<file path="src/rtl/arp_responder_with_cache_core_assert.svh">
// Assertion macros for the ARP responder core
`ifndef ARP_RESPONDER_WITH_CACHE_CORE_ASSERT_SVH
`define ARP_RESPONDER_WITH_CACHE_CORE_ASSERT_SVH

// Same-cycle implication, sampled on clk, off while rst_n is low
`define ARPC_ASSERT_SAME(lbl, ante, cons) \
  lbl: assert property (@(posedge clk) disable iff (!rst_n) (ante) |-> (cons)) \
    else $error("arpc: same-cycle check failed");

// Next-cycle implication, sampled on clk, off while rst_n is low
`define ARPC_ASSERT_NEXT(lbl, ante, cons) \
  lbl: assert property (@(posedge clk) disable iff (!rst_n) (ante) |=> (cons)) \
    else $error("arpc: next-cycle check failed");

`endif

</file>
<file path="src/rtl/arpc_pkg.sv">
// Shared types, constants and reply-frame builder for the ARP responder
`timescale 1ns / 1ps
package arpc_pkg;

  localparam int CACHE_ENTRIES     = 256;
  localparam int CACHE_AW          = $clog2(CACHE_ENTRIES);
  localparam int REPLY_FRAME_BYTES = 64;
  localparam int REPLY_WORDS       = REPLY_FRAME_BYTES / 8;
  localparam int WORD_IDX_W        = $clog2(REPLY_WORDS);
  localparam int QDEPTH            = 2;
  localparam int Q_AW              = $clog2(QDEPTH);
  localparam int Q_CW              = $clog2(QDEPTH + 1);
  localparam int CFG_IDX_W         = 2;
  localparam int CFG_DATA_W        = 48;

  localparam logic [15:0] ETHERTYPE_ARP = 16'h0806;
  localparam logic [55:0] ARP_FIXED_HDR = 56'h00010800060400;
  localparam logic [7:0]  OPC_REQUEST   = 8'h01;
  localparam logic [7:0]  OPC_REPLY     = 8'h02;
  localparam logic [7:0]  HOST_BCAST    = 8'hff;

  localparam logic [CFG_IDX_W-1:0] CFG_OWN_MAC    = 2'd0;
  localparam logic [CFG_IDX_W-1:0] CFG_OWN_IP     = 2'd1;
  localparam logic [CFG_IDX_W-1:0] CFG_NET_MASK   = 2'd2;
  localparam logic [CFG_IDX_W-1:0] CFG_NET_PREFIX = 2'd3;

  typedef enum logic [2:0] {
    ST_REPLY   = 3'd0,
    ST_DONE    = 3'd1,
    ST_BAD_HDR = 3'd2,
    ST_BAD_OP  = 3'd3,
    ST_NOT_ARP = 3'd4,
    ST_LOOKUP  = 3'd5
  } status_t;

  typedef enum logic [1:0] {
    OP_STATUS,
    OP_LOOKUP,
    OP_REPLY
  } op_t;

  typedef enum logic [1:0] {
    BK_IDLE,
    BK_LOOK,
    BK_WORDS
  } bk_state_t;

  typedef struct packed {
    logic [47:0] own_mac;
    logic [31:0] own_ip;
    logic [31:0] net_mask;
    logic [31:0] net_prefix;
  } cfg_t;

  // One classified item as queued between front and back
  typedef struct packed {
    op_t                 op;
    logic                learn;
    status_t             status;
    logic [CACHE_AW-1:0] host;
    logic [47:0]         dst_mac;
    logic [47:0]         snd_mac;
    logic [31:0]         snd_ip;
  } cmd_t;

  function automatic logic [63:0] reply_word(input logic [WORD_IDX_W-1:0] idx,
                                             input cmd_t c, input cfg_t g);
    logic [63:0] w;
    begin
      case (idx)
        3'd0:    w = {c.dst_mac, g.own_mac[47:32]};
        3'd1:    w = {g.own_mac[31:0], ETHERTYPE_ARP, ARP_FIXED_HDR[55:40]};
        3'd2:    w = {ARP_FIXED_HDR[39:0], OPC_REPLY, g.own_mac[47:32]};
        3'd3:    w = {g.own_mac[31:0], g.own_ip};
        3'd4:    w = {c.snd_mac, c.snd_ip[31:16]};
        3'd5:    w = {c.snd_ip[15:0], 48'h0};
        default: w = 64'h0;
      endcase
      return w;
    end
  endfunction

endpackage

</file>
<file path="src/rtl/arpc_fifo.sv">
// Short command queue between the classifier and the executor
`timescale 1ns / 1ps
module arpc_fifo (
  input  logic           clk,
  input  logic           rst_n,
  input  logic           push,
  input  arpc_pkg::cmd_t push_cmd,
  output logic           full,
  input  logic           pop,
  output arpc_pkg::cmd_t head,
  output logic           empty
);
  import arpc_pkg::*;

  cmd_t            mem_r [QDEPTH];
  logic [Q_AW-1:0] wr_ptr_r;
  logic [Q_AW-1:0] rd_ptr_r;
  logic [Q_CW-1:0] cnt_r;
  logic [Q_CW-1:0] cnt_nxt;

  assign full  = (cnt_r == Q_CW'(QDEPTH));
  assign empty = (cnt_r == '0);
  assign head  = mem_r[rd_ptr_r];

  always_comb begin
    cnt_nxt = cnt_r;
    if (push && !pop) begin
      cnt_nxt = cnt_r + 1'b1;
    end else if (pop && !push) begin
      cnt_nxt = cnt_r - 1'b1;
    end
  end

  always_ff @(posedge clk) begin
    if (!rst_n) begin
      wr_ptr_r <= '0;
      rd_ptr_r <= '0;
      cnt_r    <= '0;
    end else begin
      if (push) begin
        wr_ptr_r <= wr_ptr_r + 1'b1;
      end
      if (pop) begin
        rd_ptr_r <= rd_ptr_r + 1'b1;
      end
      cnt_r <= cnt_nxt;
    end
  end

  always_ff @(posedge clk) begin
    if (push) begin
      mem_r[wr_ptr_r] <= push_cmd;
    end
  end

endmodule

</file>
<file path="config.mk">
export PLATFORM = sky130hd
export DESIGN_NAME = arpc_fifo
export DESIGN_NICKNAME = d
export VERILOG_FILES = /design/src/rtl/arp_responder_with_cache_core_assert.svh /design/src/rtl/arpc_pkg.sv /design/src/rtl/arpc_fifo.sv
export SDC_FILE = /design/constraint.sdc
export NUM_CORES = 1
export LEC_CHECK = 0
export BUFFER_PORTS_ARGS = -buffer_cell sky130_fd_sc_hd__buf_2
export CORE_AREA = 2 2 164 166
export CTS_CLUSTER_DIAMETER = 50
export DETAILED_ROUTE_END_ITERATION = 6
export DIE_AREA = 0 0 166 168
export PLACE_DENSITY = 0.72
export SYNTH_ARGS = -nofsm -noshare
export SYNTH_HDL_FRONTEND = slang
export SYNTH_SLANG_ARGS = --single-unit
export TNS_END_PERCENT = 30
</file>
<file path="constraint.sdc">
create_clock -name clk -period 18.66 [get_ports clk]
set_clock_uncertainty 0.1 [all_clocks]
set_input_delay 5.598 -clock clk [delete_from_list [all_inputs] [get_ports clk]]
set_output_delay 5.598 -clock clk [all_outputs]
set_load 0.01 [all_outputs]
</file>
* Word-level counts from Yosys, hierarchy flattened
Memory sizes are Yosys's and may differ from the RTL's. A register that Yosys moved wholly into a read port is not among the register bits.
Cells that the tools add are included.
** Cells by class
- $add $sub $neg :: 4
- Multiply operators :: 0
- Divide/modulo/power cells :: 0
- Order comparisons :: 0
- Equal/unequal tests :: 1
- Shift operators :: 0
- Multiplexer cells :: 6
- Bitwise gates (word level) :: 0
- Reduce and logical (&&, ||, !) cells :: 6
** Operators with widths (count)
- $mux W1 :: 4
- $mux W2 :: 2
- $add A1 B1 Y1 const B :: 2
- $add A2 B1 Y2 const B :: 1
- $eq A2 B2 Y1 const B :: 1
- $logic_and A1 B1 Y1 :: 2
- $logic_not A1 Y1 :: 2
- $logic_not A2 Y1 :: 1
- $reduce_bool A2 Y1 :: 1
- $sub A2 B1 Y2 const B :: 1
** Word-level totals
- Register bits :: 4
- Bits in latches :: 0
- Bits in writable memories :: 284
- ROM bits :: 0
- Input port bits :: 146
- Output and inout bits :: 144
- Word-level logic and storage cells :: 21
- Memories :: 1
** Memory list
- mem_r :: words 2, width 142, rd ports 1, clocked after memory_dff 1, write ports 1, line arpc_fifo.sv:15 : cmd_t mem_r [QDEPTH];

* Logic depth before layout (Yosys ltp)
Gate-level depths: netlist of the first run.
- Depth in word-level cells :: 4
- Depth in mapped cells :: 5
- Mapped depth without buffers :: 5

* Worst setup path before layout of the first run
OpenSTA, ideal clock, no wires.
- Path kind :: input to register
- Start :: in push
- End :: mem mem_r[0][0] (netlist name), enable pin
- Setup time :: 0.662 ns
- Data arrival time :: 11.775 ns
- Data required time :: 17.898 ns
- Setup slack :: 6.123 ns
- Stages on the path :: 1
- Path buffers :: 0
- Cells stage by stage :: nor2b_1
** On the way
- Longest elaborated chain between the ends :: 2
** RTL lines
- start, declared :: line arpc_fifo.sv:6 : input logic push,
- $mux W1 :: line arpc_fifo.sv:51 : if (push) begin
- $mux W1 (implied by the code) :: line arpc_fifo.sv:52 : mem_r[wr_ptr_r] <= push_cmd;
- end, declared :: line arpc_fifo.sv:15
Every way passes these cells.

==> impl_results.md, run 1 <==
* Clock input transition at the sequential cells of the worst setup and hold paths at ~0.060 ns
* Synthesized cell area at approximately 11000 sq um
* Setup-failing EPs final at 0
* Critical Path RT at 12.96 ns
* Pwr Density at 110.1 nW/um^2
* Port-buffer cells at approximately 290
* HPWL reported at the end of detailed placement at around 14000 microns
* Pin count of the biggest net entering global routing at 61
* Deepest clock path buffer count at 3
* Post-CTS Setup Bufs at 0
* # nets final at just over 900
* Critical Path Fanout Max at 60
* Total Neg Setup Slack at 0 ns
* VDD IR-drop max at around 75 uV
* Number of synthesized register bits at about 290
* Clock sinks at 289
* CTS Buf Count at 31
* Fill cell total of the finished layout at ~2200
* DRC viols at 0
* Max-slew violation count at 0
* RePlAce Congestion at slightly below 0.8
* Type of element capturing the critical path: output pin
* Terminating pin of the worst hold path: cnt_r[1]
* Family with the most delay on the worst path: buffers and inverters
* Worst hold-check path type: flip-flop to flip-flop
* Area of the die at between 20000 and 30000 sq um
* Max frequency at about 0.11 GHz
* Leakage component of the power at 5.253 nW
* Post-CTS Resized at 0
* Cell at the slowest stage of the critical path: sky130_fd_sc_hd__buf_4
* Yosys warning total at 0
* Clock tree from TritonCTS: done
* CP dominant cell by count: sky130_fd_sc_hd__buf_4
* Run status: finished clean
* CP startpoint kind: flip-flop
* Number of instances on the worst hold path at 2
* Final core utilization at 0.5153
* Share of synthesized area occupied by flip-flops and latches at 0.7998
* Hold buffers post-CTS at 0
* Deepest level of the CTS H-tree at 1
* Total buffers and inverters traversed by the critical path at 3
* Core region area at ~26000 sq um
* Post-route ant nets at 0
* Period utilization at 0.4925
* Synth Instances at about 460
* Length of the first detailed-routing pass in iterations at 4
* Type of the worst setup path: flip-flop to output pin
* Final hold vios at 0
* Worst Reg-to-Reg Cells at 2
* Rows at 60
* Mean routed wirelength per cell at ~18 microns
* Critical register-to-register path startpoint: wr_ptr_r
* Flop2flop setup slack at around 17 ns
* Synth-to-Final Area Change at 25.88%
* Number of antenna violations at the first check in global routing at 7
* DIE HEIGHT at roughly 170 microns
* Layout cell share with drive strength beyond 1 at 0.6042
* Vias at 5351
* Cells along the critical path: buf_4, buf_4, mux2_2, buf_2
* Via count of the first global-routing pass at between 5000 and 6000
* Die width at approximately 170 microns
* IO Count at 290
* Clock period minus final worst setup slack at roughly 9 ns
* Number of design-rule violations left by the first detailed-router iteration at 247
* Vias per inst at between 4 and 5
* Global-route wire length before repair at 30600 microns
* Startpoint of the worst hold path: cnt_r[1]
* R2r endpoint: mem_r[1][76]
* Worst slew slack as a fraction of its limit at 0.3333
* Slew at the pin closest to its max-slew limit at 1.000 ns
* Number of max-capacitance violations reported at 0
* Number of different library cells in the post-synthesis netlist at 18
* Net count after synthesis at roughly 610
* Mean area per synthesized cell at ~23 sq um
* Delay of the slowest cell on the worst path at about 0.86 ns
* Clock latency on the worst-skew pair at approximately 0.53 ns
* Root Driver: sky130_fd_sc_hd__clkbuf_16
* GR Util All Layers at 0.1392
* RSZ-0062 raised after global routing: no
* Arrival time reported for the critical path endpoint at between 3 and 4 ns
* WL final at about 20000 microns
* Initial core utilization at 0.4094
* Remaining Overflow, GRT at 0
## tightest hold or removal path, delay by kind of cell (launching register included)
family,cells,cell delay (ns)
flops,1,0.33
compound gates,2,0.18
## cells in the mapped netlist (all sizes together)
library cell / instances / area share
edfxtp: 284 / 0.79
mux2: 142 / 0.18
buf: 16 / 0.013
dfxtp: 5 / 0.0093
and2: 4 / 0.0023
nor2b: 2 / 0.0012
xor2: 2 / 0.0016
a21boi: 1 / 0.00070
and2b: 1 / 0.00070
ha: 1 / 0.0012
inv: 1 / 0.00035
nor2: 1 / 0.00035
o21a: 1 / 0.00070
o21ai: 1 / 0.00046
or3: 1 / 0.00058
xnor2: 1 / 0.00081
## cells in the final DEF, fill, tap and decap left out, drive strengths merged, types with 2 or more instances in the layout
| cell type | instances |
|---|---|
| and2 | 4 |
| nor2b | 2 |
| dfxtp | 5 |
| xor2 | 2 |
| buf | 296 |
| clkbuf | 40 |
| clkinv | 11 |
| diode | 6 |
| bufinv | 3 |
| edfxtp | 284 |
| inv | 3 |
| mux2 | 142 |
## how the worst max path moves through the flow
stage,from,endpoint,cells past startpoint
after floorplan,push,mem_r[0][0],1
after global placement,flip-flop,head[16],4
after detailed placement,flip-flop,head[138],4
after CTS,flip-flop,head[138],4
after global routing,flip-flop,head[15],4
final,flip-flop,head[11],4
## cells by family (layout without fill, tap and decap cells)
family	Yosys count	in the layout	share of synthesized area
AO/OA/AOI/OAI	3	3	0.001856
XOR/XNOR	3	3	0.002436
adder cells (fa/ha/maj)	1	1	0.001160
buffers and inverters	17	354	0.01357
flip-flops	289	289	0.7998
multiplexers	142	142	0.1761
other	0	6	0
AND/OR/NAND/NOR	9	9	0.005103
## power by group
group          leakage, nW  switching [mW]  internal (mW)  total [mW]
Sequential            2.71          0.0128          0.751       0.764
Combinational         2.07          0.0742         0.0779       0.152
Clock                0.477           0.231          0.348       0.579
Total                 5.25           0.318           1.18        1.50
## registers in the layout, summed over array words and instances, names as in the netlist, named ones only
name	flops
wr_ptr_r	1
mem_r	284
rd_ptr_r	1
cnt_r	2
## final cells by class
type,count,area (sq um),share of cell area
Inverter,1,3.754,0.0002764
Antenna cell,6,15.01,0.001106
Clock inverter,17,170.2,0.01253
Clock buffer,40,809.5,0.05961
Timing Repair Buffer,296,1499,0.1104
Sequential cell,289,8632,0.6357
Tap cell,341,426.7,0.03142
Multi-Input combinational cell,158,2023,0.1490
## layer usage
metal / part of all wire / routed length (microns) / GRT usage / vias to the layer above
li1: - / - / - / 2478
met1: 0.39 / 8065 / 0.1635 / 2618
met2: 0.50 / 10310 / 0.2443 / 213
met3: 0.074 / 1511 / 0.04043 / 40
met4: 0.028 / 572 / 0.05066 / 2
met5: 0.00064 / 13 / 0 / -
## stage by stage
step                      cells  hold WS [ns]  area (sq um)  worst slack [ns]  total power, mW
after global placement     1085        0.3965         12580             9.915           0.9277
after floorplan             464        0.3737         10790             6.123           0.8731
after detailed placement   1085        0.4345         12580             9.910           0.9321
after CTS                  1142        0.4448         13560             9.348            1.515
after global routing       1147        0.4708         13580             9.208            1.549
final                      1148        0.4604         13580             9.470            1.495
(Power assumes the default switching activity.)
==> inputs of run 2 (changes only) <==
ABC_AREA = 1   (was default)
PLACE_DENSITY = 0.75   (was 0.72)
clock period = 8.4 ns   (was 18.66 ns; I/O delays follow)
==> impl_results.md, run 2 <==
* Total Neg Setup Slack at 0 ns (unchanged)
* Remaining Overflow, GRT at 0 (unchanged)
* Worst hold-check path type: flip-flop to flip-flop
* Post-CTS Setup Bufs at 0 (unchanged)
* Clock latency on the worst-skew pair at 0.48 ns (-0.05 ns)
* CTS Buf Count at 35 (+13%)
* Pwr Density at 247.7 nW/um^2 (+120%)
* Total power at 3.391 mW (+130%)
* Clock sinks at 289 (unchanged)
* WL final at 19910 microns (-2.8%)
* CP startpoint kind: flip-flop
* Synth Instances at 477 (+2.8%)
* Inst Count DP at 1095 (+0.92%)
* Share of synthesized area occupied by flip-flops and latches at 0.7991 (about the same)
* Final core utilization at 0.5195 (+0.004131)
* DIE HEIGHT at 168 microns (unchanged)
* Sequential group share of total power at 0.501 (-0.010)
* Top flip-flop cell by instance count after synthesis: sky130_fd_sc_hd__edfxtp_1
* Setup-failing EPs final at 0 (unchanged)
* Async set-reset flop share out of synthesis at 0 (unchanged)
* Net switching power at 0.7140 mW (+120%)
* Critical Path RT at 5.78 ns (-7.18 ns)
* Mean routed wirelength per cell at 17.18 microns (-3.7%)
* DRC viols at 0 (unchanged)
* Clock tree from TritonCTS: done
* Number of synthesized flops with an enable pin at 284 (unchanged)
* Max-slew violation count at 0 (unchanged)
* Post-layout instance count excluding filler cells at 1159 (+0.96%)
* Number of different library cells in the post-synthesis netlist at 14 (-4)
* Clock network power share at 0.411 (+0.024)
* Type of element capturing the critical path: output pin
* Port-buffer cells at 289 (unchanged)
* Hold buffers post-CTS at 0 (unchanged)
* Rows at 60 (unchanged)
* Synthesized cell area at 10800 sq um (about the same)
* Global-route wire length before repair at 30350 microns (-0.81%)
* Type of the worst setup path: flip-flop to output pin
* Length of the first detailed-routing pass in iterations at 4 (unchanged)
* Pin count of the biggest net entering global routing at 82 (+34%)
* # nets final at 938 (+1.5%)
* Fin area at 13690 sq um (+0.80%)
* Period utilization at 0.6289
* Reg with most FFs: mem_r
* Yosys warning total at 0 (unchanged)
* GR Util All Layers at 0.1387 (-0.0005840)
* Number of flip-flops in the largest register at 284 (unchanged)
* Clock input transition at the sequential cells of the worst setup and hold paths at 0.05 ns (about the same)
* Deepest level of the CTS H-tree at 2 (+1)
* Arrival time reported for the critical path endpoint at 2.66 ns (-0.83 ns)
* Vias at 5460 (+2.0%)
* Deepest clock path buffer count at 3 (unchanged)
* Leakage component of the power at 5.328 nW (+1.4%)
* HPWL reported at the end of detailed placement at 13010 microns (-3.8%)
* RSZ-0062 raised after global routing: no
* Run status: finished clean
* Die width at 166 microns (unchanged)
* Slew at the pin closest to its max-slew limit at 1.057 ns (+0.05711 ns)
* Via count of the first global-routing pass at 5699 (+0.44%)
* Critical Path Fanout Max at 79 (+32%)
* Cells taking the most area after synthesis: sky130_fd_sc_hd__edfxtp_1, sky130_fd_sc_hd__mux2_4, sky130_fd_sc_hd__mux2_2
* Switching power share of the total at 0.2106 (-0.002457)
* Synth top cells by count: sky130_fd_sc_hd__edfxtp_1, sky130_fd_sc_hd__mux2_4, sky130_fd_sc_hd__mux2_2, sky130_fd_sc_hd__buf_6, sky130_fd_sc_hd__nor2_1
* Most common cell in the netlist: sky130_fd_sc_hd__edfxtp_1
* Flop2flop setup slack at 5.91 ns (-10.60 ns)
* Share of Yosys cell area claimed by the top area cell type at 0.7898 (about the same)
* Mean area per synthesized cell at 22.64 sq um (-2.6%)
* Initial core utilization at 0.4098 (about the same)
* Clock period minus final worst setup slack at about 5.3 ns
* Registers with the most flip-flops: mem_r x284, cnt_r x2
* RePlAce Congestion at 0.7671 (-1.3%)
* Synth-to-Final Area Change at 26.77%
* Library cell occupying the most area in the post-synthesis netlist: sky130_fd_sc_hd__edfxtp_1
* Final hold vios at 0 (unchanged)
* IO Count at 290 (unchanged)
* Number of synthesized register bits at 289 (unchanged)
* Number of design-rule violations left by the first detailed-router iteration at 329 (+33%)
* VDD IR-drop max at 208.6 uV (+180%)
* Post-CTS Resized at 0 (unchanged)
* Commonest cells after routing, fill and taps aside: sky130_fd_sc_hd__buf_2, sky130_fd_sc_hd__edfxtp_1, sky130_fd_sc_hd__mux2_4
* Cell area reported after detailed placement at 12590 sq um (about the same)
* Combinational share of power at 0.088 (-0.014)
* Number of instances on the worst hold path at 2 (unchanged)
* Layout cell share with drive strength beyond 1 at 0.5963 (-0.007926)
* Root Driver: sky130_fd_sc_hd__clkbuf_16
* Post-route ant nets at 0 (unchanged)
* Core region area at 26350 sq um (unchanged)
* Number of antenna violations at the first check in global routing at 8 (+1)
* Internal power contribution at 2.677 mW (+130%)
* Worst slew slack as a fraction of its limit at 0.2952 (-0.03807)
* Leading cell type in the layout, fill and taps excluded: sky130_fd_sc_hd__buf_2
* Net count after synthesis at 624 (+2.1%)
* Area of the die at 27890 sq um (unchanged)
* Worst Reg-to-Reg Cells at 3 (+1)
* Vias per inst at 4.711 (+1.1%)
* Max frequency at between 0.15 and 0.2 GHz
* Number of max-capacitance violations reported at 0 (unchanged)
[run 2: final cells by class]
type,count,area (sq um)
Antenna cell,3,7.507
Clock buffer,49,980.9
Clock inverter,12,112.6
Fill cell,2139,12660
Inverter,8,35.03
Multi-Input combinational cell,164,2004
Sequential cell,289,8632
Tap cell,341,426.7
Timing Repair Buffer,293,1489
[run 2: power groups by stage]
stage	sequential (mW)	clock, mW	combinational (mW)
3_3_place_gp	1.73	0	0.297
5_1_grt	1.71	1.49	0.322
4_1_cts	1.70	1.44	0.304
6_report	1.70	1.39	0.297
2_1_floorplan	1.72	0	0.187
3_5_place_dp	1.73	0	0.302
[run 2: final timing paths]
kind | endpoint | start
worst min-delay path | flip-flop | rd_ptr_r
worst max-delay path | head[122] | flip-flop
worst max register to register | mem_r[1][15] | wr_ptr_r
worst min register to register | flip-flop | rd_ptr_r
[run 2: metal layers]
layer / wire length (microns) / part of all wire / up-vias / track usage
met5: 35 / 0.0018 / - / 0
met4: 497 / 0.025 / 6 / 0.04991
met3: 1745 / 0.088 / 48 / 0.05125
met2: 10230 / 0.51 / 218 / 0.2408
met1: 7404 / 0.37 / 2664 / 0.1577
li1: - / - / 2524 / -
[run 2: cells by family (layout without fill, tap and decap cells)]
| family | count (synthesis) | in the layout | share of synthesized area |
|---|---|---|---|
| other | 0 | 3 | 0 |
| adder cells (fa/ha/maj) | 1 | 1 | 0.001159 |
| multiplexers | 142 | 142 | 0.1759 |
| AND/OR/NAND/NOR | 19 | 19 | 0.006952 |
| buffers and inverters | 24 | 362 | 0.01599 |
| flip-flops | 289 | 289 | 0.7991 |
| AO/OA/AOI/OAI | 2 | 2 | 0.0009261 |
[run 2: metrics by stage]
step	hold WS [ns]	setup WS [ns]
floorplan	0.3635	1.630
global placement	0.3762	3.596
detailed placement	0.4076	3.578
CTS	0.4219	3.058
global route	0.4609	2.934
finish	0.4136	3.117
[run 2: critical path, stage by stage (launching register included)]
cell and delay (ns):
sky130_fd_sc_hd__dfxtp_4 0.97, sky130_fd_sc_hd__buf_12 0.46, sky130_fd_sc_hd__mux2_2 0.41, sky130_fd_sc_hd__buf_2 0.14
