--- src/rtl/arp_responder_with_cache_core_assert.svh ---
// Assertion macros for the ARP responder core
`ifndef ARP_RESPONDER_WITH_CACHE_CORE_ASSERT_SVH
`define ARP_RESPONDER_WITH_CACHE_CORE_ASSERT_SVH

// Same-cycle implication, sampled on clk, off while rst_n is low
`define ARPC_ASSERT_SAME(lbl, ante, cons) \
  lbl: assert property (@(posedge clk) disable iff (!rst_n) (ante) |-> (cons)) \
    else $error("arpc: same-cycle check failed");

// Next-cycle implication, sampled on clk, off while rst_n is low
`define ARPC_ASSERT_NEXT(lbl, ante, cons) \
  lbl: assert property (@(posedge clk) disable iff (!rst_n) (ante) |=> (cons)) \
    else $error("arpc: next-cycle check failed");

`endif

--- src/rtl/arpc_pkg.sv ---
// Shared types, constants and reply-frame builder for the ARP responder
`timescale 1ns / 1ps
package arpc_pkg;

  localparam int CACHE_ENTRIES     = 256;
  localparam int CACHE_AW          = $clog2(CACHE_ENTRIES);
  localparam int REPLY_FRAME_BYTES = 64;
  localparam int REPLY_WORDS       = REPLY_FRAME_BYTES / 8;
  localparam int WORD_IDX_W        = $clog2(REPLY_WORDS);
  localparam int QDEPTH            = 2;
  localparam int Q_AW              = $clog2(QDEPTH);
  localparam int Q_CW              = $clog2(QDEPTH + 1);
  localparam int CFG_IDX_W         = 2;
  localparam int CFG_DATA_W        = 48;

  localparam logic [15:0] ETHERTYPE_ARP = 16'h0806;
  localparam logic [55:0] ARP_FIXED_HDR = 56'h00010800060400;
  localparam logic [7:0]  OPC_REQUEST   = 8'h01;
  localparam logic [7:0]  OPC_REPLY     = 8'h02;
  localparam logic [7:0]  HOST_BCAST    = 8'hff;

  localparam logic [CFG_IDX_W-1:0] CFG_OWN_MAC    = 2'd0;
  localparam logic [CFG_IDX_W-1:0] CFG_OWN_IP     = 2'd1;
  localparam logic [CFG_IDX_W-1:0] CFG_NET_MASK   = 2'd2;
  localparam logic [CFG_IDX_W-1:0] CFG_NET_PREFIX = 2'd3;

  typedef enum logic [2:0] {
    ST_REPLY   = 3'd0,
    ST_DONE    = 3'd1,
    ST_BAD_HDR = 3'd2,
    ST_BAD_OP  = 3'd3,
    ST_NOT_ARP = 3'd4,
    ST_LOOKUP  = 3'd5
  } status_t;

  typedef enum logic [1:0] {
    OP_STATUS,
    OP_LOOKUP,
    OP_REPLY
  } op_t;

  typedef enum logic [1:0] {
    BK_IDLE,
    BK_LOOK,
    BK_WORDS
  } bk_state_t;

  typedef struct packed {
    logic [47:0] own_mac;
    logic [31:0] own_ip;
    logic [31:0] net_mask;
    logic [31:0] net_prefix;
  } cfg_t;

  // One classified item as queued between front and back
  typedef struct packed {
    op_t                 op;
    logic                learn;
    status_t             status;
    logic [CACHE_AW-1:0] host;
    logic [47:0]         dst_mac;
    logic [47:0]         snd_mac;
    logic [31:0]         snd_ip;
  } cmd_t;

  function automatic logic [63:0] reply_word(input logic [WORD_IDX_W-1:0] idx,
                                             input cmd_t c, input cfg_t g);
    logic [63:0] w;
    begin
      case (idx)
        3'd0:    w = {c.dst_mac, g.own_mac[47:32]};
        3'd1:    w = {g.own_mac[31:0], ETHERTYPE_ARP, ARP_FIXED_HDR[55:40]};
        3'd2:    w = {ARP_FIXED_HDR[39:0], OPC_REPLY, g.own_mac[47:32]};
        3'd3:    w = {g.own_mac[31:0], g.own_ip};
        3'd4:    w = {c.snd_mac, c.snd_ip[31:16]};
        3'd5:    w = {c.snd_ip[15:0], 48'h0};
        default: w = 64'h0;
      endcase
      return w;
    end
  endfunction

endpackage

--- src/rtl/arpc_if.sv ---
// Input and result channel interfaces for the ARP responder
`timescale 1ns / 1ps
interface arpc_in_if;
  logic        valid;
  logic        ready;
  logic        req_type;
  logic [47:0] eth_src_mac;
  logic [15:0] ethertype;
  logic [55:0] arp_header;
  logic [7:0]  arp_opcode_low;
  logic [47:0] sender_mac;
  logic [31:0] sender_ip;
  logic [31:0] target_ip;
  logic [7:0]  lookup_host;

  modport source (output valid, req_type, eth_src_mac, ethertype, arp_header,
                  arp_opcode_low, sender_mac, sender_ip, target_ip, lookup_host,
                  input ready);
  modport sink (input valid, req_type, eth_src_mac, ethertype, arp_header,
                arp_opcode_low, sender_mac, sender_ip, target_ip, lookup_host,
                output ready);
endinterface


--- src/rtl/arpc_front.sv ---
// Front end: accepts input beats, checks the ARP frame and queues a command
`timescale 1ns / 1ps
module arpc_front (
  arpc_in_if.sink        in_ch,
  input  arpc_pkg::cfg_t cfg,
  input  logic           q_full,
  output logic           q_push,
  output arpc_pkg::cmd_t q_cmd
);
  import arpc_pkg::*;

  logic glean_ok;
  logic for_us;

  assign in_ch.ready = !q_full;
  assign q_push      = in_ch.valid && !q_full;

  // Learn only unicast hosts of our own subnet
  assign glean_ok = (in_ch.sender_ip != 32'h0) &&
                    (in_ch.sender_ip[7:0] != HOST_BCAST) &&
                    ((in_ch.sender_ip & cfg.net_mask) == cfg.net_prefix);
  assign for_us   = (in_ch.arp_opcode_low == OPC_REQUEST) &&
                    (in_ch.target_ip == cfg.own_ip);

  always_comb begin
    q_cmd         = '0;
    q_cmd.op      = OP_STATUS;
    q_cmd.status  = ST_DONE;
    q_cmd.host    = in_ch.sender_ip[CACHE_AW-1:0];
    q_cmd.dst_mac = in_ch.eth_src_mac;
    q_cmd.snd_mac = in_ch.sender_mac;
    q_cmd.snd_ip  = in_ch.sender_ip;
    if (in_ch.req_type) begin
      q_cmd.op     = OP_LOOKUP;
      q_cmd.status = ST_LOOKUP;
      q_cmd.host   = in_ch.lookup_host[CACHE_AW-1:0];
    end else if (in_ch.ethertype != ETHERTYPE_ARP) begin
      q_cmd.status = ST_NOT_ARP;
    end else if (in_ch.arp_header != ARP_FIXED_HDR) begin
      q_cmd.status = ST_BAD_HDR;
    end else if (!(in_ch.arp_opcode_low inside {OPC_REQUEST, OPC_REPLY})) begin
      q_cmd.status = ST_BAD_OP;
    end else begin
      q_cmd.learn = glean_ok;
      if (for_us) begin
        q_cmd.op     = OP_REPLY;
        q_cmd.status = ST_REPLY;
      end
    end
  end

endmodule

--- src/flat_wrapper.sv ---
// flat-port wrapper written by rule: the top's interface ports become plain ports
module arpc_front_flat import arpc_pkg::*;
  (cfg, q_full, q_push, q_cmd, in_ch_valid, in_ch_req_type, in_ch_eth_src_mac, in_ch_ethertype, in_ch_arp_header, in_ch_arp_opcode_low, in_ch_sender_mac, in_ch_sender_ip, in_ch_target_ip, in_ch_lookup_host, in_ch_ready);
  arpc_in_if in_ch_i ();
  input  arpc_pkg::cfg_t cfg;
  input  logic q_full;
  output logic q_push;
  output arpc_pkg::cmd_t q_cmd;
  input wire logic [$bits(in_ch_i.valid)-1:0] in_ch_valid;
  input wire logic [$bits(in_ch_i.req_type)-1:0] in_ch_req_type;
  input wire logic [$bits(in_ch_i.eth_src_mac)-1:0] in_ch_eth_src_mac;
  input wire logic [$bits(in_ch_i.ethertype)-1:0] in_ch_ethertype;
  input wire logic [$bits(in_ch_i.arp_header)-1:0] in_ch_arp_header;
  input wire logic [$bits(in_ch_i.arp_opcode_low)-1:0] in_ch_arp_opcode_low;
  input wire logic [$bits(in_ch_i.sender_mac)-1:0] in_ch_sender_mac;
  input wire logic [$bits(in_ch_i.sender_ip)-1:0] in_ch_sender_ip;
  input wire logic [$bits(in_ch_i.target_ip)-1:0] in_ch_target_ip;
  input wire logic [$bits(in_ch_i.lookup_host)-1:0] in_ch_lookup_host;
  output wire logic [$bits(in_ch_i.ready)-1:0] in_ch_ready;
  assign in_ch_i.valid = in_ch_valid;
  assign in_ch_i.req_type = in_ch_req_type;
  assign in_ch_i.eth_src_mac = in_ch_eth_src_mac;
  assign in_ch_i.ethertype = in_ch_ethertype;
  assign in_ch_i.arp_header = in_ch_arp_header;
  assign in_ch_i.arp_opcode_low = in_ch_arp_opcode_low;
  assign in_ch_i.sender_mac = in_ch_sender_mac;
  assign in_ch_i.sender_ip = in_ch_sender_ip;
  assign in_ch_i.target_ip = in_ch_target_ip;
  assign in_ch_i.lookup_host = in_ch_lookup_host;
  assign in_ch_ready = in_ch_i.ready;
  arpc_front u_core (.in_ch(in_ch_i), .cfg(cfg), .q_full(q_full), .q_push(q_push), .q_cmd(q_cmd));
endmodule
--- config.mk ---
export PLATFORM = sky130hd
export DESIGN_NAME = arpc_front_flat
export DESIGN_NICKNAME = d
export VERILOG_FILES = /design/src/rtl/arp_responder_with_cache_core_assert.svh /design/src/rtl/arpc_pkg.sv /design/src/rtl/arpc_if.sv /design/src/rtl/arpc_front.sv /design/src/flat_wrapper.sv
export SDC_FILE = /design/constraint.sdc
export NUM_CORES = 1
export LEC_CHECK = 0
export BUFFER_PORTS_ARGS = -buffer_cell sky130_fd_sc_hd__buf_2
export CAP_MARGIN = 20
export CORE_AREA = 3 3 206 208
export DETAILED_ROUTE_END_ITERATION = 12
export DIE_AREA = 0 0 209 211
export PLACE_DENSITY = 0.3
export SLEW_MARGIN = 5
export SYNTH_ARGS = -nofsm -noshare
export SYNTH_HDL_FRONTEND = slang
export SYNTH_SLANG_ARGS = --single-unit
--- constraint.sdc ---
create_clock -name vclk -period 2.05
set_clock_uncertainty 0.2 [all_clocks]
set_input_delay 0.41 -clock vclk [all_inputs]
set_output_delay 0.41 -clock vclk [all_outputs]
set_load 0.005 [all_outputs]
* Word level (Yosys, flattened, before mapping)
Index checks and enable logic that the tools add are counted.
** Word-level totals
- Bits in registers :: 0
- Output and inout bits :: 144
- Input bits :: 395
** Operators by class
- Reductions and logical operators :: 7
- Eq/ne operators :: 7
- Mux-type cells :: 12
- Bitwise operators :: 1
** Operators by type and width (number)
- 32-bit == test :: 2
- 56-bit by 41-bit != test with 1-bit output (second input constant) :: 1
- 32-bit bitwise AND :: 1
- 32-bit nonzero test :: 1
- 3-bit 2-to-1 mux :: 7
- 16-bit by 12-bit != test with 1-bit output (second input constant) :: 1
- 8-bit by 1-bit == test with 1-bit output (second input constant) :: 1
- 8-bit by 2-bit == test with 1-bit output (second input constant) :: 1
- 8-bit 2-to-1 mux :: 1
- 8-bit != test (second input constant) :: 1
- 1-bit logical AND :: 4
- 2-bit 2-to-1 mux :: 2
- 1-bit 2-to-1 mux :: 2
- 2-bit nonzero test :: 1
- 1-bit logical NOT :: 1

* Logic depth before layout (Yosys ltp)
Gate-level depths: netlist of the first run.
- Word-level depth :: 7
- Gate-level depth with buffers :: 5
- Depth with buffers taken out :: 5

* Worst setup path after synthesis of the first run
OpenSTA, ideal clock, no wires.
- Path kind :: input to output
- From :: in in_ch_arp_header[3]
- To :: out q_cmd[139] in the netlist's numbering
- Cell stages on the path :: 5
- Arrival :: 1451 ps
- Required time :: 1440 ps
- Setup slack :: -11 ps
- Cells stage by stage :: nor4_2 > nand4_1 > nor4_4 > nand4_1 > nor4_2
** RTL lines
- start: declaration :: RTL line flat_wrapper.sv:13 : input wire logic [$bits(in_ch_i.arp_header)-1:0] in_ch_arp_header;
- end: declaration :: RTL line flat_wrapper.sv:8 : output arpc_pkg::cmd_t q_cmd;

==> results.ini, run 1 <==
[finish]
layout-drive-gt1-share_pct = 71.3
ff_latch_area_um2 = 0
num_antenna_cells = 0
n_sequential_cell = 0
multi_input_area_um2 = 1440
nClkBuffers = 0
fillers = 4794
final_area_um2 = 4040
fin_util_pct = 9.91
fin_nets = 923
areaGrowthSynthToFinish_pct = 78.5
stdcell_count = 1058

[sta]
setup_viol = 5
max_slew_margin_pct = 67.8
fin_hold_ws_ns = 0.620
fin_crit_ns = 2.50
post-route-period-util_pct = 122
max_freq_mhz = 399
slew_viol_final = 0
finalHoldViolations = 0
rsz0062_at_grt = yes
worstMarginPinSlew_ns = 0.478
layout_setup_ws_ns = -0.454

[worst_hold_path]
hold_depth = 0
min_to = q_cmd[106]
min-delay-path-class = input pin to output port
hp-start = in_ch_eth_src_mac[26]

[route]
ant_nets = 0
wirelength_um = 13900
drt_first_iter_violations = 39
drcViolationCount = 0
wire_per_inst_um = 13.1
dr.pass1.iters = 4
viasPerCell = 2.69
via_count = 2850

[placed_design]
dp.final_hpwl_um = 13200
place_congestion = 0.705
post_dp_cell_area_um2 = 3790
port_buffers = 299
dp_cells = 1056

[grt]
met3_usage_pct = 1.54
grt_max_degree = 10
grt.busiest_layer = met2
gr-usage-met1_pct = 6.31
first_global_vias = 2997
grt_overflow_total = 0
gr-usage-all-layers_pct = 5.66
grt_pass1_wl_um = 18500
use_met2_pct = 10.4
antenna_found_initial = 3

[worst_setup_path]
endpoint_kind = output port
crit_path_cell_trace = buf_2 > nand2_1 > xnor2_1 > nor4_1 > buf_4 > nand4_1 > nor4_2 > buf_2
worstPathRequired_ns = 1.44
worst-path-stages = 8
crit_path_frequent_cell = buf_2
cp_top_family = simple AND/OR/NAND/NOR gates
crit_slowest_cell = nor4_1
crit_type = input pin to output port
crit_arrival_ns = 1.89
cp_slowest_stage_delay_ns = 0.45
crit_buf_inv = 3
cp-start-kind = input pin
critPathMaxFanout = 3

[yosys]
yosys_warnings = 0
seq_area_frac_synth_pct = 0
synth_cell_types = 23
synth_area_um2 = 2260
synth_nets = 706
postSynthCellCount = 311
synth.avg_cell_area_um2 = 7.27

[die]
core_area_um2 = 40700
start_util_pct = 5.55
die_h_um = 211
die_area_um2 = 44100
rows = 74
dieWidth_um = 209
io_pins = 539

[run]
maxCapViolations = 0

[pwr]
power_w = 0.000652
leakagePower_nw = 1.81
vdd_drop_max_uv = 39.9
power.density_nw_per_um2 = 161

[status]
status = complete, but fails checks
violations = setup timing

[cts]
hold_buffers = 0

-- metrics by stage --
| step | setup WS (ns) | setup TNS [ns] |
|---|---|---|
| after floorplan | -0.0112 | -0.0112 |
| after global routing | -0.627 | -2.29 |
| after detailed placement | -0.698 | -2.66 |
| final | -0.454 | -1.59 |
| after global placement | -0.715 | -2.72 |
| after CTS | -0.541 | -1.93 |
-- cell type report --
type                       count  share of cell area [%]
inverter                       2                   0.248
multi-input combinational    179                    35.7
tap                          532                    16.5
timing repair buffer         345                    47.6
-- cells in the mapped netlist, drive strengths merged --
cell type / count / area share, %
buf: 129 / 43
xnor2: 59 / 23
nand2: 35 / 5.8
nor4: 31 / 11
nand4: 16 / 4.4
mux2: 8 / 4.0
nor4b: 7 / 2.7
nor2: 5 / 0.83
xor2: 5 / 1.9
inv: 2 / 0.33
nand3: 2 / 0.44
nor2b: 2 / 0.55
nor3: 2 / 0.44
a21o: 1 / 0.33
a21oi: 1 / 0.22
and3: 1 / 0.28
clkbuf: 1 / 0.17
nor4bb: 1 / 0.44
o211ai: 1 / 0.33
o21ai: 1 / 0.22
o22ai: 1 / 0.28
-- worst max-delay path by stage --
stage / to / from / slack [ns]
after floorplan: q_cmd[139] / in_ch_arp_header[3] / -0.01
after global placement: q_cmd[139] / in_ch_sender_ip[31] / -0.71
after detailed placement: q_cmd[139] / in_ch_sender_ip[31] / -0.70
after CTS: q_cmd[139] / in_ch_arp_header[11] / -0.54
after global routing: q_cmd[139] / in_ch_sender_ip[21] / -0.63
final: q_cmd[139] / in_ch_sender_ip[12] / -0.45
-- cell usage in the layout, fill, tap and decap left out, types with 2 or more instances in the layout --
cell,n
nor4_4,6
mux2_2,8
buf_6,12
nand4_1,16
xor2_1,5
buf_2,290
nand2_1,34
nor4_1,18
nor4_2,7
nand3_1,2
nor3_1,2
nor2_1,5
nor4b_4,2
nor4b_2,2
nor4b_1,3
xnor2_1,59
buf_4,42
-- power by group --
group | switching [W] | internal (W)
clock network | 0 | 0
logic | 0.000272 | 0.000379
registers | 0 | 0
total | 0.000272 | 0.000379
-- logic make-up (layout without fill, tap and decap cells) --
logic type	count (synthesis)	after routing	synth area share, %
mux	8	8	3.98
simple gates	102	102	26.5
buf+inv	132	347	43.3
xor+xnor	64	64	24.8
compound gates	5	5	1.38
-- per-layer routing --
layer | part of all wire [%] | routed length, µm | vias up
met5 | 0.094 | 13 | -
met4 | 3.8 | 521 | 2
met3 | 9.8 | 1360 | 52
li1 | - | - | 1364
met2 | 50 | 6930 | 206
met1 | 36 | 5070 | 1226
-- what timing repair did --
item | CTS | global route
pin swaps | 8 | 5
resized for setup | 28 | 9
cloned | 0 | 0
endpoints found under the setup margin | 5 | 5
setup buffers | 2 | 0
No activity file was read; power rests on OpenSTA's default activity.
==> run 2, diff against run 1 <==
Settings changed: CORE_AREA 3 3 206 208 to 3 3 210 212, DIE_AREA 0 0 209 211 to 0 0 213 215, SLEW_MARGIN 5 to 25.
Clock period 2.05 ns to 2.9 ns, I/O delays scaled along.
==> run 2 against run 1 <==
  * The flow still finishes with violations (setup timing)
  * Routed wire length is 2.2% lower
  * Power decreased by 35%
  * Sequential share of layout area did not move
  * Critical path depth increased by 1
  * Worst setup slack improved by 0.44 ns
  * Sequential cell count is the same
  * First-iteration DRC count grew 23%
  * Cell area down 8.0%
  * Combinational power fell by 35%
  * Non-clock buffer count is 27 lower
  * Hold slack gained 0.34 ns
  * Highest routed layer is now met4
==> results.ini, run 2 (synthesis results as in run 1) <==
[finish]
nClkBuffers = 0  ; unchanged
stdcell_count = 1038  ; was 1058
areaGrowthSynthToFinish_pct = 64.2  ; was 78.5%
num_antenna_cells = 0  ; unchanged
fillers = 4976  ; was 4794
multi_input_area_um2 = 1370  ; was 1440 µm²
final_common_cell = buf_2  ; unchanged
fin_nets = 896  ; was 923
ff_latch_area_um2 = 0  ; unchanged
layout_common_cells = buf_2 (295), xnor2_1 (59), nand2_1 (35)  ; was buf_2 (290), xnor2_1 (59), buf_4 (42)
layout-drive-gt1-share_pct = 68.3  ; was 71.3%
n_sequential_cell = 0  ; unchanged

[run]
maxCapViolations = 0  ; unchanged

[sta]
fin_crit_ns = 2.91
slew_viol_final = 0  ; unchanged
layout_setup_ws_ns = -0.0139  ; was -0.454 ns
max_freq_mhz = 343
max_slew_margin_pct = 42.4  ; was 67.8%
setup_viol = 1  ; was 5
worstMarginPinSlew_ns = 0.858  ; was 0.478 ns
finalHoldViolations = 0  ; unchanged
rsz0062_at_grt = yes  ; unchanged
post-route-period-util_pct = 100

[route]
drt_first_iter_violations = 48  ; was 39
dr.pass1.iters = 4  ; unchanged
ant_nets = 0  ; unchanged
drcViolationCount = 0  ; unchanged
via_count = 2746  ; was 2850
wirelength_um = 13600  ; was 13900 µm
wire_per_inst_um = 13.1  ; about the same
viasPerCell = 2.65  ; was 2.69

[placed_design]
place_congestion = 0.729  ; was 0.705
port_buffers = 299  ; unchanged
dp.final_hpwl_um = 12800  ; was 13200 µm
dp_cells = 1038  ; was 1056

[worst_setup_path]
endpoint_kind = output port  ; unchanged
cp-start-kind = input pin  ; unchanged
worstPathRequired_ns = 2.12  ; was 1.44 ns
crit_type = input pin to output port  ; unchanged
startpoint = in_ch_arp_header[30]  ; was in_ch_sender_ip[12]
cp-endpoint = q_cmd[139]  ; unchanged
critPathMaxFanout = 4  ; was 3
crit_arrival_ns = 2.13  ; was 1.89 ns

[status]
violations = setup timing  ; unchanged
status = complete, but fails checks  ; unchanged

[die]
io_pins = 539  ; unchanged
dieWidth_um = 213  ; was 209 µm
core_area_um2 = 42100  ; was 40700 µm²
die_h_um = 215  ; was 211 µm
rows = 75  ; was 74
die_area_um2 = 45800  ; was 44100 µm²
start_util_pct = 5.37  ; was 5.55%

[cts]
post_cts_buffers = 0  ; was 2
hold_buffers = 0  ; unchanged

[pwr]
leakagePower_nw = 1.63  ; was 1.81 nW
vdd_drop_max_uv = 28.5  ; was 39.9 µV
power.density_nw_per_um2 = 115  ; was 161 nW/µm²
power_w = 0.000426  ; was 0.000652 W

[grt]
gr-usage-all-layers_pct = 5.16  ; was 5.66%
grt_overflow_total = 0  ; unchanged
first_global_vias = 2812  ; was 2997
grt_max_degree = 9  ; was 10
grt_pass1_wl_um = 17200  ; was 18500 µm
antenna_found_initial = 1  ; was 3

[worst_hold_path]
min-delay-path-class = input pin to output port  ; unchanged

==> run 2: cell types whose count changed in the layout (fill, tap and decap cells not counted), sizes merged <==
cell,previous run,this run
buf,345,318
==> run 2: stage by stage <==
step	instance area, µm²	util [%]	setup WS (ns)	hold slack [ns]	setup TNS [ns]
floorplan	2260	-	0.499	0.987	0
global placement	3600	8.55	-0.106	0.960	-0.160
detailed placement	3600	8.55	-0.0532	0.960	-0.0814
CTS	3630	8.63	-0.0254	0.960	-0.0254
global route	3710	8.82	-0.124	0.960	-0.162
finish	3710	8.82	-0.0139	0.960	-0.0139
==> run 2: final cells by class <==
cell class / instances / area share, %
inverter: 2 / 0.202
multi-input combinational: 179 / 36.7
timing repair buffer: 318 / 44.9
tap: 539 / 18.2
==> run 2: worst max-delay path, stage by stage <==
cell and delay [ns]:
buf_2 0.10, nor4_2 0.27, nand4_1 0.12, buf_4 0.16, nor4_4 0.27, buf_6 0.17
nand4_1 0.12, nor4_2 0.14, buf_2 0.18
==> run 2: worst min-delay path by stage <==
stage	start	endpoint	slack [ns]	cells after the start
4_1_cts	in_ch_eth_src_mac[23]	q_cmd[103]	0.96	0
2_1_floorplan	q_full	in_ch_ready	0.99	1
3_5_place_dp	in_ch_eth_src_mac[23]	q_cmd[103]	0.96	0
6_report	in_ch_eth_src_mac[25]	q_cmd[105]	0.96	0
3_3_place_gp	in_ch_eth_src_mac[23]	q_cmd[103]	0.96	0
5_1_grt	in_ch_eth_src_mac[29]	q_cmd[109]	0.96	0
==> run 2: where the power goes <==
part / internal (W) / switching, W / total (W)
combinational: 0.000241 / 0.000185 / 0.000426
sequential: 0 / 0 / 0
clock: 0 / 0 / 0
==> run 2: layer usage <==
metal,track usage (%),wire [µm],up-vias
li1,-,-,1314
met1,5.82,5150,1172
met2,9.37,6570,220
met3,1.43,1430,40
met4,1.55,423,0
met5,0,0,-
==> run 2: timing repair <==
item	4_1_cts	5_1_grt
resized for setup	5	12
pin swaps	1	4
gates cloned	0	0
endpoints found under the hold margin	0	0
endpoints found under the setup margin	2	2
